## config.mk

```make
export PLATFORM = sky130hd
export DESIGN_NAME = miller_rabin_prime_test_64
export DESIGN_NICKNAME = d
export VERILOG_FILES = /design/src/sv/mrpt_pkg.sv /design/src/sv/mrpt_mulmod.sv /design/src/sv/miller_rabin_prime_test_64.sv
export SDC_FILE = /design/constraint.sdc
export NUM_CORES = 2
export LEC_CHECK = 0
export BUFFER_PORTS_ARGS = -buffer_cell sky130_fd_sc_hd__buf_4
export CORE_MARGIN = 2
export CORE_UTILIZATION = 30
export DETAILED_ROUTE_END_ITERATION = 10
export PLACE_DENSITY = 0.53
export SLEW_MARGIN = 20
export SYNTH_ARGS = -nofsm -noshare
export SYNTH_HDL_FRONTEND = slang
export SYNTH_SLANG_ARGS = --single-unit
```

## constraint.sdc

```tcl
create_clock -name clk_i -period 13.4 [get_ports clk_i]
set_clock_uncertainty 0.15 [all_clocks]
set_input_delay 0 -clock clk_i [delete_from_list [all_inputs] [get_ports clk_i]]
set_output_delay 0 -clock clk_i [all_outputs]
set_load 0.1 [all_outputs]
```

## src/sv/mrpt_pkg.sv

```systemverilog
// ----------------------------------------------------------------------------
// mrpt_pkg
// shared types and constants for the miller-rabin prime test
// ----------------------------------------------------------------------------
package mrpt_pkg;

  localparam int unsigned WordBitsDef = 64;

  localparam logic [63:0] SmallLimit = 64'h0000_0000_FFFF_FFFF;
  localparam logic [63:0] SmallSplit = 64'd1000000;
  localparam logic [63:0] LargeSplit = 64'd341550071728321;
  localparam logic [4:0]  LargeBasesLow  = 5'd17;
  localparam logic [4:0]  LargeBasesHigh = 5'd29;

  typedef enum logic [1:0] {
    MM_IDLE,
    MM_RUN,
    MM_DONE
  } mm_state_e;

  typedef enum logic [3:0] {
    ST_IDLE,
    ST_SPLIT,
    ST_ROUND,
    ST_POW_MUL,
    ST_POW_WAIT,
    ST_POW_SQR,
    ST_SQR_WAIT,
    ST_SQ_MUL,
    ST_SQ_WAIT,
    ST_NEXT,
    ST_OUT
  } mr_state_e;

  // what the sequencer asks of the modular multiplier
  typedef struct packed {
    logic start;
  } mm_ctrl_t;

  typedef struct packed {
    logic done;
  } mm_stat_t;

endpackage

```

## src/sv/mrpt_mulmod.sv

```systemverilog
// ----------------------------------------------------------------------------
// mrpt_mulmod
// bit-serial (x * y) mod m, one multiplier bit per cycle
// ----------------------------------------------------------------------------
module mrpt_mulmod import mrpt_pkg::*; #(
  parameter int unsigned WordBits = WordBitsDef
) (
  input  logic                clk_i,
  input  logic                rst_ni,
  input  mm_ctrl_t            ctrl_i,
  input  logic [WordBits-1:0] x_i,
  input  logic [WordBits-1:0] y_i,
  input  logic [WordBits-1:0] m_i,
  output mm_stat_t            stat_o,
  output logic [WordBits-1:0] p_o
);

  mm_state_e           state_q, state_d;
  logic [WordBits-1:0] acc_q, acc_d, add_q, add_d, k_q, k_d;
  logic [WordBits:0]   sum_a, dbl;
  logic [WordBits-1:0] acc_n, dbl_n;

  // operands below m, so one conditional subtract suffices
  always_comb begin
    sum_a = {1'b0, acc_q} + {1'b0, add_q};
    dbl   = {add_q, 1'b0};
    acc_n = (sum_a >= {1'b0, m_i}) ? WordBits'(sum_a - {1'b0, m_i}) : sum_a[WordBits-1:0];
    dbl_n = (dbl >= {1'b0, m_i}) ? WordBits'(dbl - {1'b0, m_i}) : dbl[WordBits-1:0];
  end

  always_comb begin
    state_d = state_q;
    acc_d   = acc_q;
    add_d   = add_q;
    k_d     = k_q;
    case (state_q)
      MM_IDLE: begin
        if (ctrl_i.start) begin
          acc_d   = '0;
          add_d   = x_i;
          k_d     = y_i;
          state_d = MM_RUN;
        end
      end
      MM_RUN: begin
        if (k_q == '0) begin
          state_d = MM_DONE;
        end else begin
          if (k_q[0]) acc_d = acc_n;
          add_d = dbl_n;
          k_d   = k_q >> 1;
        end
      end
      MM_DONE: state_d = MM_IDLE;
      default: state_d = MM_IDLE;
    endcase
  end

  always_ff @(posedge clk_i or negedge rst_ni) begin
    if (!rst_ni) begin
      state_q <= MM_IDLE;
    end else begin
      state_q <= state_d;
    end
  end

  always_ff @(posedge clk_i) begin
    acc_q <= acc_d;
    add_q <= add_d;
    k_q   <= k_d;
  end

  assign stat_o.done = (state_q == MM_DONE);
  assign p_o         = acc_q;

endmodule

```

## src/sv/miller_rabin_prime_test_64.sv

```systemverilog
// ----------------------------------------------------------------------------
// miller_rabin_prime_test_64
// deterministic miller-rabin primality test on one unsigned word
// ----------------------------------------------------------------------------
// usage:
//   a candidate word enters on candidate_i with valid_i/ready_o, and one
//   verdict word leaves on prime_o with valid_o/ready_i
//   one candidate is tested at a time; ready_o is high while the tester is
//   idle, i.e. after the previous verdict has been taken
//   trivial cases (below four, or even) are settled in ST_SPLIT, which moves
//   straight to ST_OUT and raises valid_o
//   an odd candidate runs up to fifteen witness rounds; each round does
//   about 2*WordBits modular products, each done one multiplier bit at a
//   time in the single bit-serial mulmod unit; the test usually ends far
//   sooner, since most composites fail on the first base
//   reset clears the sequencer and drops any candidate in flight
//   a stalled receiver holds the verdict in its output register; no new
//   candidate is taken until it is accepted
// ----------------------------------------------------------------------------
module miller_rabin_prime_test_64 import mrpt_pkg::*; #(
  parameter int unsigned WordBits = WordBitsDef
) (
  input  logic        clk_i,
  input  logic        rst_ni,
  input  logic        valid_i,
  output logic        ready_o,
  input  logic [63:0] candidate_i,
  output logic        valid_o,
  input  logic        ready_i,
  output logic        prime_o
);

  localparam int unsigned TW = $clog2(WordBits + 1);

  mr_state_e           state_q, state_d;
  logic [WordBits-1:0] n_q, n_d, u_q, u_d, e_q, e_d, res_q, res_d, b_q, b_d;
  logic [WordBits-1:0] now_q, now_d;
  logic [TW-1:0]       t_q, t_d, i_q, i_d;
  logic [4:0]          base_q, base_d, top_q, top_d;
  logic                verdict_q, verdict_d, small_q, small_d;
  logic                mulsel_q, mulsel_d; // 0: res*b, 1: b*b

  logic [63:0]         n64;
  logic [WordBits-1:0] mx, my, prod, nm1, one_w;
  mm_ctrl_t            mm_ctrl;
  mm_stat_t            mm_stat;

  assign one_w = WordBits'(1);
  assign nm1   = n_q - one_w;
  assign n64   = 64'(n_q);

  mrpt_mulmod #(.WordBits(WordBits)) u_mulmod (
    .clk_i (clk_i),
    .rst_ni(rst_ni),
    .ctrl_i(mm_ctrl),
    .x_i   (mx),
    .y_i   (my),
    .m_i   (n_q),
    .stat_o(mm_stat),
    .p_o   (prod)
  );

  always_comb begin
    state_d   = state_q;
    n_d = n_q; u_d = u_q; e_d = e_q; res_d = res_q; b_d = b_q; now_d = now_q;
    t_d = t_q; i_d = i_q; base_d = base_q; top_d = top_q;
    verdict_d = verdict_q; small_d = small_q; mulsel_d = mulsel_q;
    mm_ctrl.start = 1'b0;
    mx = mulsel_q ? b_q : res_q;
    my = b_q;
    if (state_q == ST_SQ_MUL || state_q == ST_SQ_WAIT) begin
      mx = now_q;
      my = now_q;
    end
    case (state_q)
      ST_IDLE: begin
        if (valid_i) begin
          n_d     = candidate_i[WordBits-1:0];
          state_d = ST_SPLIT;
        end
      end
      ST_SPLIT: begin
        // special cases: small values and even values
        if (n_q <= one_w) begin
          verdict_d = 1'b0; state_d = ST_OUT;
        end else if (n_q <= WordBits'(3)) begin
          verdict_d = 1'b1; state_d = ST_OUT;
        end else if (!n_q[0]) begin
          verdict_d = 1'b0; state_d = ST_OUT;
        end else begin
          u_d = nm1; t_d = '0;
          base_d = 5'd2;
          small_d = (n64 <= SmallLimit);
          if (n64 <= SmallLimit) top_d = (n64 <= SmallSplit) ? 5'd3 : 5'd0;
          else top_d = (n64 < LargeSplit) ? LargeBasesLow : LargeBasesHigh;
          verdict_d = 1'b1;
          state_d = ST_ROUND;
        end
      end
      ST_ROUND: begin
        // strip the factors of two one per cycle, then set up the power
        if (!u_q[0]) begin
          u_d = u_q >> 1;
          t_d = t_q + TW'(1);
        end else begin
          e_d = u_q; res_d = one_w;
          b_d = (WordBits'(base_q) >= n_q) ? WordBits'(base_q) - n_q : WordBits'(base_q);
          i_d = '0;
          state_d = ST_POW_MUL;
        end
      end
      ST_POW_MUL: begin
        // the multiplier latches its operands now, so select res*b directly
        mx = res_q;
        if (e_q == '0) begin
          now_d = res_q; state_d = ST_SQ_MUL;
        end else if (e_q[0]) begin
          mulsel_d = 1'b0; mm_ctrl.start = 1'b1; state_d = ST_POW_WAIT;
        end else begin
          state_d = ST_POW_SQR;
        end
      end
      ST_POW_WAIT: begin
        if (mm_stat.done) begin
          res_d = prod; state_d = ST_POW_SQR;
        end
      end
      ST_POW_SQR: begin
        mx = b_q;
        mulsel_d = 1'b1; mm_ctrl.start = 1'b1; state_d = ST_SQR_WAIT;
      end
      ST_SQR_WAIT: begin
        if (mm_stat.done) begin
          b_d = prod; e_d = e_q >> 1; state_d = ST_POW_MUL;
        end
      end
      ST_SQ_MUL: begin
        if (i_q == t_q) begin
          if (now_q != one_w) verdict_d = 1'b0;
          state_d = ST_NEXT;
        end else begin
          mm_ctrl.start = 1'b1; state_d = ST_SQ_WAIT;
        end
      end
      ST_SQ_WAIT: begin
        if (mm_stat.done) begin
          if (prod == one_w && now_q != one_w && now_q != nm1) begin
            verdict_d = 1'b0; state_d = ST_NEXT;
          end else begin
            now_d = prod; i_d = i_q + TW'(1); state_d = ST_SQ_MUL;
          end
        end
      end
      ST_NEXT: begin
        // pick the next base, or finish
        u_d = nm1; t_d = '0;
        state_d = ST_ROUND;
        if (!verdict_q) state_d = ST_OUT;
        else if (small_q) begin
          if (base_q == 5'd2) begin
            if (top_q == 5'd3) base_d = 5'd3; else base_d = 5'd7;
          end else if (base_q == 5'd7) base_d = 5'd29 + 5'd2; // 61 marker below
          else state_d = ST_OUT;
          if (base_q == 5'd7) base_d = 5'd0;
        end else begin
          if (base_q == 5'd2) base_d = 5'd3;
          else if (base_q < top_q) base_d = base_q + 5'd2;
          else state_d = ST_OUT;
        end
      end
      ST_OUT: begin
        if (ready_i) state_d = ST_IDLE;
      end
      default: state_d = ST_IDLE;
    endcase
    // base code zero stands for 61 in the small range
    if (state_q == ST_ROUND && u_q[0] && base_q == 5'd0) begin
      b_d = (WordBits'(61) >= n_q) ? WordBits'(61) - n_q : WordBits'(61);
    end
    if (state_q == ST_NEXT && small_q && base_q == 5'd0) state_d = ST_OUT;
  end

  always_ff @(posedge clk_i or negedge rst_ni) begin
    if (!rst_ni) begin
      state_q <= ST_IDLE;
    end else begin
      state_q <= state_d;
    end
  end

  always_ff @(posedge clk_i) begin
    n_q <= n_d; u_q <= u_d; e_q <= e_d; res_q <= res_d; b_q <= b_d;
    now_q <= now_d; t_q <= t_d; i_q <= i_d; base_q <= base_d; top_q <= top_d;
    verdict_q <= verdict_d; small_q <= small_d; mulsel_q <= mulsel_d;
  end

  assign ready_o = (state_q == ST_IDLE);
  assign valid_o = (state_q == ST_OUT);
  assign prime_o = verdict_q;

endmodule

```

==> impl_metrics.env <==
export IMPL_status="finished clean"
export IMPL_tns_ns=0
export IMPL_fp_dieW_um=389
export IMPL_crit_path_cell_trace="ha_1 -> fa_1 -> a211oi_1 -> o211ai_1 -> a211o_1 -> a311oi_2 -> a311oi_1 -> or4_1 -> a311oi_2 -> nand3_1 -> o311ai_0 -> ha_1 -> a21o_1 -> a21o_1 -> a21o_1 -> a21oi_1 -> o21ai_0 -> a221o_1 -> a41oi_1 -> a2bb2oi_1 -> o211a_2 -> buf_4 -> or3_1 -> a21oi_1"
export IMPL_yosysTopAreaCellShare_pct=40.7
export IMPL_worstPathArrival_ns=8.48
export IMPL_synthSimpleGateAreaFrac_pct=21.4
export IMPL_critPathBufInv=1
export IMPL_ys_seq_area_share_pct=41.0
export IMPL_setup_viol=0
export IMPL_drive_gt1_share_pct=6.49
export IMPL_crit_family="compound AO/OA/AOI/OAI gates"
export IMPL_post_cts_resized=0
export IMPL_timing_critical_path_mode_cell="a21o_1"
export IMPL_drt_wl_total_mm=190
export IMPL_grt_use_total_pct=24.2
export IMPL_detail_route_wl_per_cell_um=27.0
export IMPL_overflow=0
export IMPL_syn_cell_area_sq_mm=0.0444
export IMPL_seq_area_sq_mm=0.0182
export IMPL_hold_viol_final=0
export IMPL_synthArstFlopShare_pct=0.987
export IMPL_synthMuxAreaShare_pct=1.77
export IMPL_syn_avg_cell_area_sq_um=8.87
export IMPL_max_freq_ghz=0.121
export IMPL_synthTopCellsByArea="edfxtp_1, nand2_1, ha_1"
export IMPL_yosys_warnings=0
export IMPL_min_path_type="in -> async"
export IMPL_tightest_slew_ns=1.16
export IMPL_insertion_delay_ns=0.67
export IMPL_first_global_vias=39249
export IMPL_postRouteAntennaNets=0
export IMPL_core_sq_mm=0.147
export IMPL_path_max_fanout=46
export IMPL_synth_compound_area_share_pct=19.2
export IMPL_ys_ff_latch=608
export IMPL_nFillCells=15093
export IMPL_finalMaxSlewViolations=0
export IMPL_synth_distinct_cells=103
export IMPL_grt_max_degree=130
export IMPL_syn_to_final_growth_pct=13.8
export IMPL_initial_utilization_pct=30.2
export IMPL_gp_congestion=0.994
export IMPL_synth_top_family_by_area="simple AND/OR/NAND/NOR gates"
export IMPL_synth_edff_count=602
export IMPL_port_buffer_count=70
export IMPL_syn_nets=5290
export IMPL_antenna_found_initial=4
export IMPL_fp_row_count=141
export IMPL_synth_fa_ha_area_share_pct=6.07
export IMPL_worstPathRequired_ns=13.60
export IMPL_yosys_area_top_type="edfxtp_1"
export IMPL_cpPeakStageDelay_ns=0.69
export IMPL_drt_initial_drc_count=4584
export IMPL_synth_flop_cell="edfxtp_1"
export IMPL_clk_pin_slew_ns=0.06
export IMPL_drc_errors=0
export IMPL_final_common_cell="nand2_1"
export IMPL_critical_path_class="reg -> reg"
export IMPL_multiInputGateArea_sq_mm=0.0246
export IMPL_grt_pass1_wl_mm=272
export IMPL_start_kind="register"
export IMPL_r2r_setup_slack_ns=5.12
export IMPL_dp_hpwl_mm=140
export IMPL_cts_tree="done"
export IMPL_fp_dieH_um=389
export IMPL_clock_path_buffers=3
export IMPL_drt_pass1_iterations=8
export IMPL_cts_made_buffers=73
export IMPL_finalCriticalPeriod_ns=8.28
export IMPL_dieArea_sq_mm=0.151
export IMPL_cp_end_kind="register"
export IMPL_postCtsSetupRepairBufs=0
export IMPL_layout_common_cells="nand2_1, edfxtp_1, a21oi_1"
export IMPL_slew_headroom_pct=22.7
export IMPL_io_pins=71
export IMPL_cts_sinks=608
export IMPL_max_cap_violations=0
export IMPL_period_share_pct=61.8
export IMPL_synth_xor_area_share_pct=6.52
export IMPL_rsz0062_at_grt="no"
export IMPL_vias=41204
export IMPL_viasPerCell=5.86
export IMPL_nNetsFinal=5322
export IMPL_cts_root_buf="clkbuf_16"
export IMPL_ctsHtreeMaxLevel=3
export IMPL_synthCells=5009
export IMPL_crit_slowest_cell="or4_1"
-- registers in the layout (all words and copies together), names as in the netlist --
register	cells
u_mulmod.state_q	2
n64	64
base_q	5
u_q	64
top_q	4
mulsel_q	1
u_mulmod.p_o	64
state_q	4
prime_o	1
now_q	64
t_q	7
small_q	1
u_mulmod.k_q	64
b_q	64
res_q	64
u_mulmod.add_q	64
i_q	7
e_q	64
-- per-layer routing --
layer	global-route usage [%]	up-vias	wire length, um
met3	4.60	345	18100
met5	0	-	0
li1	-	18652	-
met4	10.6	0	9010
met2	36.7	2236	81200
met1	33.5	19971	81200
-- stage by stage --
stage | cells | instance area (sq um) | hold WS [ns] | setup slack, ns | utilization [%]
2_1_floorplan | 5009 | 44400 | -0.446 | 0.00804 | -
3_3_place_gp | 6764 | 46800 | -0.321 | 5.56 | 31.8
3_5_place_dp | 6764 | 46800 | -0.319 | 5.37 | 31.8
4_1_cts | 7027 | 50500 | 0.206 | 5.33 | 34.3
5_1_grt | 7027 | 50500 | 0.240 | 4.72 | 34.3
6_report | 7028 | 50500 | 0.214 | 5.12 | 34.3
-- cell type report --
type / count / area share [%]
Clock buffer: 91 / 4.00
Inverter: 135 / 1.00
Antenna cell: 1 / 0.00495
Multi-Input combinational cell: 3951 / 48.7
Tap cell: 1930 / 4.78
Timing Repair Buffer: 272 / 4.72
Clock inverter: 40 / 0.713
Sequential cell: 608 / 36.1
-- repair_timing --
action / 4_1_cts / 5_1_grt
hold buffers: 132 / 0
endpoints found under the setup margin: 0 / 0
hold endpoints to repair: 83 / 0
-- synth_stat cells (98+ instances only) --
cell / count
xor2_1: 98
edfxtp_1: 602
xnor2_1: 220
a21o_1: 107
nor2_1: 323
ha_1: 209
nor4_1: 120
clkbuf_1: 278
inv_1: 135
nand2_1: 958
a31oi_1: 130
a21oi_1: 365
o21ai_0: 236
nand4_1: 101
-- worst reg2reg max path, cell delays in order, from the launching register on --
cell,delay [ns]
edfxtp_1,0.45
ha_1,0.28
fa_1,0.43
a211oi_1,0.35
o211ai_1,0.30
a211o_1,0.43
a311oi_2,0.56
a311oi_1,0.26
or4_1,0.69
a311oi_2,0.39
nand3_1,0.12
o311ai_0,0.20
ha_1,0.40
a21o_1,0.22
a21o_1,0.19
a21o_1,0.18
a21oi_1,0.16
o21ai_0,0.12
a221o_1,0.37
a41oi_1,0.33
a2bb2oi_1,0.31
o211a_2,0.27
buf_4,0.48
or3_1,0.27
a21oi_1,0.07
-- path summary, 6_finish.rpt --
kind	from	endpoint	cells after the start
max in group asynchronous	rst_ni	u_mulmod.state_q[0]	3
hold / removal	rst_ni	state_q[2]	3
setup / recovery	u_mulmod.p_o[0]	u_mulmod.p_o[5]	24
hold reg to reg	u_q[14]	e_q[14]	2
setup reg to reg	u_mulmod.p_o[0]	u_mulmod.p_o[5]	24
min in group clk_i	valid_i	n64[1]	3
-- cells by family (layout without fill, tap and decap cells) --
family,count (synthesis),after routing
AOI/OAI and AO/OA,1324,1324
xor gates and xnor gates,323,323
adders and majority gates,213,213
buffers and inverters,450,538
DFF,608,608
muxes,78,78
other,0,1
and+or+nand+nor,2013,2013
Power is not shown: default switching activity piles up to over one toggle a cycle in this logic, so the estimate is an artifact.
